[config.mk]
export PLATFORM = sky130hd
export DESIGN_NAME = ipv4_vxlan_frame_filter
export DESIGN_NICKNAME = d
export VERILOG_FILES = /design/src/vff_pkg.sv /design/src/ipv4_vxlan_frame_filter.sv
export VERILOG_INCLUDE_DIRS = /design/src /design/src/src
export SDC_FILE = /design/constraint.sdc
export NUM_CORES = 1
export LEC_CHECK = 0
export BUFFER_PORTS_ARGS = -buffer_cell sky130_fd_sc_hd__buf_4
export CORE_ASPECT_RATIO = 0.5
export CORE_MARGIN = 1.5
export CORE_UTILIZATION = 28
export CTS_CLUSTER_SIZE = 12
export DETAILED_ROUTE_END_ITERATION = 10
export RECOVER_POWER = 25
export SLEW_MARGIN = 20
export SYNTH_ARGS = -nofsm -noshare
export SYNTH_HDL_FRONTEND = slang
export SYNTH_SLANG_ARGS = --single-unit
[constraint.sdc]
create_clock -name clk -period 7.1 [get_ports clk]
set_input_delay 0.355 -clock clk [delete_from_list [all_inputs] [get_ports clk]]
set_output_delay 0.355 -clock clk [all_outputs]
set_load 0.02 [all_outputs]
[src/ipv4_vxlan_frame_filter_assert.svh]
// ----------------------------------------------------------------------------
// ipv4_vxlan_frame_filter assertion macros
// shared property wrappers for the frame filter checks
// ----------------------------------------------------------------------------
`ifndef IPV4_VXLAN_FRAME_FILTER_ASSERT_SVH
`define IPV4_VXLAN_FRAME_FILTER_ASSERT_SVH

// same-cycle implication, disabled while in reset
`define VFF_ASSERT_IMPLY(label, clk, rst, ante, cons) \
  label: assert property (@(posedge clk) disable iff (rst) (ante) |-> (cons)) \
    else $error("frame filter check failed");

// next-cycle implication, disabled while in reset
`define VFF_ASSERT_NEXT(label, clk, rst, ante, cons) \
  label: assert property (@(posedge clk) disable iff (rst) (ante) |=> (cons)) \
    else $error("frame filter sequencing check failed");

`endif

[src/vff_pkg.sv]
// ----------------------------------------------------------------------------
// vff_pkg
// constants and types for the ipv4 / vxlan frame filter
// ----------------------------------------------------------------------------
`default_nettype none

package vff_pkg;

  // verdict reasons, zero means the frame passes
  typedef enum logic [3:0] {
    VERDICT_OK        = 4'd0,
    VERDICT_ETHERTYPE = 4'd1,
    VERDICT_VERSION   = 4'd2,
    VERDICT_ADDRESS   = 4'd3,
    VERDICT_FRAGMENT  = 4'd4,
    VERDICT_PROTOCOL  = 4'd5,
    VERDICT_SHORT     = 4'd6,
    VERDICT_DEPTH     = 4'd7,
    VERDICT_BAD_IHL   = 4'd8
  } verdict_t;

  // configuration register indexes
  localparam logic CFG_PHYSICAL_PREFIX = 1'b0;
  localparam logic CFG_VIRTUAL_PREFIX  = 1'b1;

  localparam logic [23:0] PHYSICAL_PREFIX_RESET = 24'hC0A800;
  localparam logic [23:0] VIRTUAL_PREFIX_RESET  = 24'h010000;

  localparam int unsigned MAX_NESTING_DEFAULT = 4;

  // byte offsets within one layer
  localparam logic [6:0] OFF_TYPE_HI  = 7'd12;
  localparam logic [6:0] OFF_TYPE_LO  = 7'd13;
  localparam logic [6:0] OFF_VER_IHL  = 7'd14;
  localparam logic [6:0] OFF_FRAG_HI  = 7'd20;
  localparam logic [6:0] OFF_FRAG_LO  = 7'd21;
  localparam logic [6:0] OFF_PROTO    = 7'd23;
  localparam logic [6:0] OFF_DST0     = 7'd30;
  localparam logic [6:0] OFF_DST1     = 7'd31;
  localparam logic [6:0] OFF_DST2     = 7'd32;
  localparam logic [6:0] OFF_ETH_LEN  = 7'd14;
  localparam logic [6:0] OFF_MAX      = 7'd127;
  localparam logic [6:0] TUNNEL_LAST  = 7'd15;  // udp + vxlan headers, minus one

  localparam logic [7:0]  ETHERTYPE_HI = 8'h08;
  localparam logic [7:0]  ETHERTYPE_LO = 8'h00;
  localparam logic [3:0]  IP_VERSION4  = 4'd4;
  localparam logic [3:0]  IHL_MIN      = 4'd5;
  localparam logic [7:0]  PROTO_UDP    = 8'd17;
  localparam logic [7:0]  PROTO_TCP    = 8'd6;
  localparam logic [15:0] VXLAN_PORT   = 16'd4789;

endpackage

`default_nettype wire

[src/ipv4_vxlan_frame_filter.sv]
// ----------------------------------------------------------------------------
// ipv4_vxlan_frame_filter
// byte-serial ipv4 header filter with optional vxlan descent, one verdict
// per frame on its last byte
// ----------------------------------------------------------------------------
//
//  channel  | dir | content
//  ---------+-----+--------------------------------------------------------
//  s_axis   | in  | one frame byte per transfer, tlast ends frame
//  m_axis   | out | one verdict per frame
//  cfg      | in  | prefix register writes, no handshake
//
//  one byte is taken every cycle unless a last byte waits on a stalled verdict;
//  each byte passes an input register and one pass of header logic, the verdict
//  register is loaded from the last byte and lets next-frame bytes flow while held
//  a stalled verdict stops input only once a further last byte is waiting
//  reset is synchronous and clears control state and the prefix registers
//
`default_nettype none

module ipv4_vxlan_frame_filter #(
  parameter int unsigned MAX_NESTING = vff_pkg::MAX_NESTING_DEFAULT
) (
  input  wire logic        clk,
  input  wire logic        rst,
  // input bytes
  input  wire logic        s_axis_tvalid,
  output logic             s_axis_tready,
  input  wire logic [7:0]  s_axis_tdata,   // [7:0] frame_byte
  input  wire logic        s_axis_tlast,   // last_byte
  input  wire logic        s_axis_tuser,   // [0] deep_mode
  // verdicts
  output logic             m_axis_tvalid,
  input  wire logic        m_axis_tready,
  output logic [7:0]       m_axis_tdata,   // [0] accepted, [4:1] verdict_code,
                                           // [7:5] nesting_level
  output logic             m_axis_tuser,   // [0] is_udp
  // configuration
  input  wire logic        cfg_we,
  input  wire logic        cfg_index,
  input  wire logic [23:0] cfg_data
);

  // prefix registers
  logic [23:0] physical_net_prefix;
  logic [23:0] virtual_net_prefix;

  // input register
  logic        s1_valid;
  logic [7:0]  s1_byte;
  logic        s1_last;
  logic        s1_deep;
  logic        s1_move;

  // parser state
  logic [6:0]        layer_offset, layer_offset_next;
  logic [3:0]        header_length_words, header_length_words_next;
  logic [7:0]        field_high_byte, field_high_byte_next;
  logic [1:0]        address_match_flags, address_match_flags_next;
  logic              protocol_is_udp, protocol_is_udp_next;
  logic              verdict_latched, verdict_latched_next;
  vff_pkg::verdict_t verdict_reason, verdict_reason_next;
  logic [2:0]        depth_count, depth_count_next;
  logic              deep_latched, deep_latched_next;
  logic              first_of_frame;
  vff_pkg::verdict_t out_code_next;

  // result register
  logic              out_valid;
  logic              out_accepted;
  vff_pkg::verdict_t out_code;
  logic [2:0]        out_depth;
  logic              out_udp;

  // configuration writes
  always_ff @(posedge clk) begin
    if (rst) begin
      physical_net_prefix <= vff_pkg::PHYSICAL_PREFIX_RESET;
      virtual_net_prefix  <= vff_pkg::VIRTUAL_PREFIX_RESET;
    end else if (cfg_we) begin
      unique case (cfg_index)
        vff_pkg::CFG_PHYSICAL_PREFIX: physical_net_prefix <= cfg_data;
        vff_pkg::CFG_VIRTUAL_PREFIX:  virtual_net_prefix  <= cfg_data;
        default: ;
      endcase
    end
  end

  // handshake: a non-last byte never waits on the verdict side
  assign s1_move       = s1_valid && (!s1_last || !out_valid || m_axis_tready);
  assign s_axis_tready = !s1_valid || s1_move;

  // input register
  always_ff @(posedge clk) begin
    if (rst) begin
      s1_valid <= 1'b0;
    end else if (s_axis_tready) begin
      s1_valid <= s_axis_tvalid;
    end
  end

  always_ff @(posedge clk) begin
    if (s_axis_tvalid && s_axis_tready) begin
      s1_byte <= s_axis_tdata;
      s1_last <= s_axis_tlast;
      s1_deep <= s_axis_tuser;
    end
  end

  // header logic for the byte in the input register
  always_comb begin
    logic [6:0]  off;
    logic [6:0]  l4;
    logic [7:0]  pref_p;
    logic [7:0]  pref_v;
    logic        next_layer;
    logic [15:0] port;

    // a new frame starts from a clean layer
    off        = first_of_frame ? '0 : layer_offset;
    header_length_words_next = first_of_frame ? '0 : header_length_words;
    field_high_byte_next     = first_of_frame ? '0 : field_high_byte;
    address_match_flags_next = first_of_frame ? 2'b11 : address_match_flags;
    protocol_is_udp_next     = first_of_frame ? 1'b0 : protocol_is_udp;
    verdict_latched_next     = first_of_frame ? 1'b0 : verdict_latched;
    verdict_reason_next      = first_of_frame ? vff_pkg::VERDICT_OK : verdict_reason;
    depth_count_next         = first_of_frame ? '0 : depth_count;
    deep_latched_next        = first_of_frame ? s1_deep : deep_latched;

    l4         = vff_pkg::OFF_ETH_LEN + {1'b0, header_length_words_next, 2'b00};
    next_layer = 1'b0;
    port       = {field_high_byte_next, s1_byte};

    // destination prefix byte for this offset
    pref_p = physical_net_prefix[7:0];
    pref_v = virtual_net_prefix[7:0];
    if (off == vff_pkg::OFF_DST0) begin
      pref_p = physical_net_prefix[23:16];
      pref_v = virtual_net_prefix[23:16];
    end else if (off == vff_pkg::OFF_DST1) begin
      pref_p = physical_net_prefix[15:8];
      pref_v = virtual_net_prefix[15:8];
    end

    if (!verdict_latched_next) begin
      priority if (off == vff_pkg::OFF_TYPE_HI) begin
        if (s1_byte != vff_pkg::ETHERTYPE_HI) begin
          verdict_latched_next = 1'b1;
          verdict_reason_next  = vff_pkg::VERDICT_ETHERTYPE;
        end
      end else if (off == vff_pkg::OFF_TYPE_LO) begin
        if (s1_byte != vff_pkg::ETHERTYPE_LO) begin
          verdict_latched_next = 1'b1;
          verdict_reason_next  = vff_pkg::VERDICT_ETHERTYPE;
        end
      end else if (off == vff_pkg::OFF_VER_IHL) begin
        header_length_words_next = s1_byte[3:0];
        if (s1_byte[7:4] != vff_pkg::IP_VERSION4) begin
          verdict_latched_next = 1'b1;
          verdict_reason_next  = vff_pkg::VERDICT_VERSION;
        end else if (s1_byte[3:0] < vff_pkg::IHL_MIN) begin
          verdict_latched_next = 1'b1;
          verdict_reason_next  = vff_pkg::VERDICT_BAD_IHL;
        end
      end else if (off == vff_pkg::OFF_FRAG_HI) begin
        field_high_byte_next = s1_byte;
      end else if (off == vff_pkg::OFF_FRAG_LO) begin
        // fragment failure held until the address is known
        if ({field_high_byte_next[4:0], s1_byte} != 13'd0 &&
            verdict_reason_next == vff_pkg::VERDICT_OK) begin
          verdict_reason_next = vff_pkg::VERDICT_FRAGMENT;
        end
      end else if (off == vff_pkg::OFF_PROTO) begin
        protocol_is_udp_next = (s1_byte == vff_pkg::PROTO_UDP);
        if (s1_byte != vff_pkg::PROTO_UDP && s1_byte != vff_pkg::PROTO_TCP &&
            verdict_reason_next == vff_pkg::VERDICT_OK) begin
          verdict_reason_next = vff_pkg::VERDICT_PROTOCOL;
        end
      end else if (off >= vff_pkg::OFF_DST0 && off <= vff_pkg::OFF_DST2) begin
        if (pref_p != s1_byte) address_match_flags_next[0] = 1'b0;
        if (pref_v != s1_byte) address_match_flags_next[1] = 1'b0;
        // last address byte settles address, fragment and protocol
        if (off == vff_pkg::OFF_DST2) begin
          if (address_match_flags_next == 2'b00) begin
            verdict_latched_next = 1'b1;
            verdict_reason_next  = vff_pkg::VERDICT_ADDRESS;
          end else if (verdict_reason_next != vff_pkg::VERDICT_OK) begin
            verdict_latched_next = 1'b1;
          end else if (!deep_latched_next || !protocol_is_udp_next) begin
            verdict_latched_next = 1'b1;
          end
        end
      end else if (off > vff_pkg::OFF_DST2) begin
        // udp destination port, then the tunnel skip
        if (off == l4 + 7'd2) begin
          field_high_byte_next = s1_byte;
        end else if (off == l4 + 7'd3) begin
          if (port != vff_pkg::VXLAN_PORT) begin
            verdict_latched_next = 1'b1;
          end else if (depth_count_next >= 3'(MAX_NESTING)) begin
            verdict_latched_next = 1'b1;
            verdict_reason_next  = vff_pkg::VERDICT_DEPTH;
          end else begin
            depth_count_next = depth_count_next + 3'd1;
          end
        end else if (off == l4 + vff_pkg::TUNNEL_LAST) begin
          next_layer = 1'b1;
        end
      end

      // advance the offset or open the inner layer
      if (!verdict_latched_next) begin
        if (next_layer) begin
          off                      = '0;
          header_length_words_next = '0;
          field_high_byte_next     = '0;
          address_match_flags_next = 2'b11;
          protocol_is_udp_next     = 1'b0;
          verdict_reason_next      = vff_pkg::VERDICT_OK;
        end else if (off < vff_pkg::OFF_MAX) begin
          off = off + 7'd1;
        end
      end
    end

    layer_offset_next = off;
    out_code_next = verdict_latched_next ? verdict_reason_next : vff_pkg::VERDICT_SHORT;
  end

  // parser state
  always_ff @(posedge clk) begin
    if (rst) begin
      layer_offset        <= '0;
      header_length_words <= '0;
      field_high_byte     <= '0;
      address_match_flags <= 2'b11;
      protocol_is_udp     <= 1'b0;
      verdict_latched     <= 1'b0;
      verdict_reason      <= vff_pkg::VERDICT_OK;
      depth_count         <= '0;
      deep_latched        <= 1'b0;
      first_of_frame      <= 1'b1;
    end else if (s1_move) begin
      layer_offset        <= layer_offset_next;
      header_length_words <= header_length_words_next;
      field_high_byte     <= field_high_byte_next;
      address_match_flags <= address_match_flags_next;
      protocol_is_udp     <= protocol_is_udp_next;
      verdict_latched     <= verdict_latched_next;
      verdict_reason      <= verdict_reason_next;
      depth_count         <= depth_count_next;
      deep_latched        <= deep_latched_next;
      first_of_frame      <= s1_last;
    end
  end

  // verdict register
  always_ff @(posedge clk) begin
    if (rst) begin
      out_valid <= 1'b0;
    end else if (s1_move && s1_last) begin
      out_valid <= 1'b1;
    end else if (m_axis_tready) begin
      out_valid <= 1'b0;
    end
  end

  always_ff @(posedge clk) begin
    if (s1_move && s1_last) begin
      out_accepted <= (out_code_next == vff_pkg::VERDICT_OK);
      out_code     <= out_code_next;
      out_depth    <= depth_count_next;
      out_udp      <= protocol_is_udp_next;
    end
  end

  assign m_axis_tvalid = out_valid;
  assign m_axis_tdata  = {out_depth, out_code, out_accepted};
  assign m_axis_tuser  = out_udp;

  // checks
`include "ipv4_vxlan_frame_filter_assert.svh"

  `VFF_ASSERT_IMPLY(a_accept_matches_code, clk, rst, m_axis_tvalid, (m_axis_tdata[0] == (m_axis_tdata[4:1] == vff_pkg::VERDICT_OK)))
  `VFF_ASSERT_IMPLY(a_depth_bounded, clk, rst, m_axis_tvalid, (m_axis_tdata[7:5] <= 3'(MAX_NESTING)))
  `VFF_ASSERT_NEXT(a_last_yields_verdict, clk, rst, (s1_move && s1_last), m_axis_tvalid)

endmodule

`default_nettype wire
==> out/results.ini <==
[run_status]
status=finished, final reports clean

[clock_tree]
root_buffer=clkbuf_16
cts_setup_buffers=0
clock_sinks=101
tritoncts=done
ctsHoldBuffers=0
clkTransAtPathRegs_ns=0.07
numCtsBuffers=9
ctsHtreeMaxLevel=3
insertion_delay_ns=0.36
clock_path_buffers=2
post_cts_resize_count=0

[detailed_routing]
wl_per_cell_um=18.4
drt_iter0_markers=636
vias_per_cell=5.45
vias=5451
finalWirelength_mm=18.4
first_pass_iters=6
drtAntennaViolNets=0
drc_errors=0

[setup_path]
worstPathMaxFanout=15
path_class=register to register
critical_path.startpoint_type=register
critPathCaptureType=register
cp.required_ns=7.36
arrival_ns=4.93

[finish]
syn_to_final_growth_pct=13.2
n_antenna_cell=0
layout.cells.non_filler=1001
finalNetCount=775
num-fill-cells=2116
drive_gt1_share_pct=10.3

[synth]
synth_cells=727
ys_types=68
yosysSeqAreaShare_pct=39.1
synth-seq-cells=101
async_flop_share_pct=0
synth_warnings=0
synth_flop_cell=dfxtp_1
synth_edf_count=19
synth_nets=772
synth_top_area_share_pct=29.0
syn_area_mm2=0.00566
syn-mean-instance-area_um2=7.78
yosysTopAreaCell=dfxtp_1
synthTopCellsByArea=dfxtp_1 (29%), nand2_1 (10%), edfxtp_1 (10%), a21oi_1 (5.7%), clkbuf_1 (3.5%)

[power_and_ir_drop]
max-vdd-ir-drop_v=0.000117
p_sw_uw=333
pwr_density_cell_mw_per_mm2=191
switching_share_pct=27.2
seqPwrFrac_pct=51.4
power.leakage_uw=0.00219
combinationalPowerShare_pct=9.0
pwr-share-clk_pct=39.6
p_int_uw=891

[timing]
timing_hold_violations_final=0
worst_pin_slew_ns=1.34
rsz0062_at_grt=false
finalSetupTns_ns=0
finalCritPeriodShare_pct=65.8
max_freq_mhz=214
clock_skew_ns=0.00545
slew_violations=0
slew_headroom_pct=10.7
setup-violations-final=0
finalCriticalPeriod_ns=4.67

[grt]
grt_max_degree=78
grt_pass1_wl_mm=29.2
grt_antenna_before_repair=0
grt_use_total_pct=17.6
grt_pass1_vias=5095
grt-ovfl-total=0

[die]
core_area_mm2=0.0196
die_y_um=104
die_w_um=204
die_area_mm2=0.0211
rows=36
pin_count=51
start_util_pct=28.8

[placed_design]
dp_cells=985
routabilityCongestion=0.943
dp_hpwl_mm=13.3
io_buffers=50

[hold_path]
holdCritPathClass=input pin to register

[run]
drv_cap=0

==> cells in the mapped netlist, drive strengths merged, types with 4 or more instances <==
library cell and instances:
o21ai 27, o211ai 7, nand3 21, nand2 153
nor2 53, buf 8, edfxtp 19, xor2 9
a221oi 4, nand2b 14, a22oi 13, nand4b 7
xnor2 12, and3 8, a211oi 11, and2 4
dfxtp 82, nor4 7, nor2b 16, a211o 6
a31oi 8, nor3 18, clkbuf 53, nand4 11
o31a 4, inv 8, or3 9, nand3b 5
ha 5, a2bb2oi 6, a21oi 64, o31ai 11
==> power groups by stage <==
stage          Sequential (µW)  Clock (µW)  Combinational [µW]
6_report                   629         485                 110
4_1_cts                    629         494                 111
2_1_floorplan              627           0                76.3
3_5_place_dp               643           0                 111
5_1_grt                    633         520                 122
3_3_place_gp               643           0                 110
==> cell usage in the layout (no fill, tap or decap), types with 8 or more instances in the layout <==
| cell | Yosys | routed |
|---|---|---|
| dfxtp_1 | 82 | 82 |
| a211oi_1 | 11 | 11 |
| a31oi_1 | 8 | 8 |
| nor3_1 | 18 | 18 |
| or3_1 | 9 | 9 |
| o21ai_0 | 25 | 25 |
| a22oi_1 | 13 | 13 |
| o31ai_1 | 11 | 11 |
| edfxtp_1 | 19 | 19 |
| nand2_1 | 153 | 153 |
| xnor2_1 | 12 | 12 |
| clkbuf_4 | 0 | 10 |
| nand3_1 | 21 | 21 |
| a21oi_1 | 64 | 64 |
| nor2b_1 | 16 | 16 |
| buf_4 | 1 | 36 |
| nand2b_1 | 14 | 14 |
| and3_1 | 8 | 8 |
| clkbuf_16 | 0 | 9 |
| nor2_1 | 51 | 51 |
| xor2_1 | 9 | 9 |
| inv_1 | 8 | 8 |
| nand4_1 | 11 | 11 |
==> flip-flops by register name, indices dropped and copies added (netlist names), 4 cells and up <==
signal               count
out_code                 4
physical_net_prefix     24
verdict_reason           4
layer_offset             7
virtual_net_prefix      24
field_high_byte          8
s1_byte                  8
header_length_words      4
==> kinds of logic (layout without fill, tap and decap cells) <==
group	count (synthesis)	after routing	synth area share [%]
compound gates	189	189	22.2
xor+xnor	21	21	3.25
fa+ha+maj	6	6	1.28
buf+inv	69	77	4.73
flops	101	101	39.1
mux	2	2	0.376
simple gates	339	339	29.1
==> critical path, stage by stage, from the launching register on <==
cell and delay [ns]:
dfxtp_1 0.60, or4b_1 0.81, nor3_1 0.72, a2bb2oi_1 0.24, xnor2_1 0.15, nand4_1 0.11, or4_1 0.72, a221oi_2 0.70
nand4_1 0.19, a221oi_1 0.32
==> final timing paths <==
kind	startpoint	to	slack (ns)	depth (start not counted)
worst max register to register	layer_offset[4]$_SDFFE_PP0P_	layer_offset[3]$_SDFFE_PP0P_	2.43	9
worst min register to register	virtual_net_prefix[23]$_SDFFE_PP0P_	virtual_net_prefix[23]$_SDFFE_PP0P_	0.45	2
worst min-delay path	s_axis_tuser	s1_deep$_DFFE_PP_	0.19	1
worst max-delay path	layer_offset[4]$_SDFFE_PP0P_	layer_offset[3]$_SDFFE_PP0P_	2.43	9
==> routing by layer <==
metal  global-route usage (%)  share of wire, %
met5                        0                 0
met2                     26.6                45
met1                     25.1                47
met4                     6.20               2.3
met3                     2.77               6.0
==> metrics by stage <==
step                setup slack [ns]  utilization, %  power [µW]  hold slack [ns]  instance area [µm²]
finish                          2.43            32.6        1220            0.194                 6400
global route                    2.13            32.6        1270            0.185                 6400
CTS                             2.52            32.7        1230            0.164                 6430
detailed placement              2.58            31.3         753            0.444                 6150
global placement                2.66            31.3         753            0.440                 6150
floorplan                       2.75               -         704            0.430                 5660
==> cell type report <==
type	count	area, µm²	area share [%]
Tap cell	266	333	5.20
Clock buffer	9	225	3.52
Timing Repair Buffer	53	372	5.80
Multi-Input combinational cell	557	3180	49.6
Clock inverter	7	55.1	0.860
Sequential cell	101	2210	34.5
Inverter	8	30.0	0.469
No activity file was read; power rests on OpenSTA's default activity.
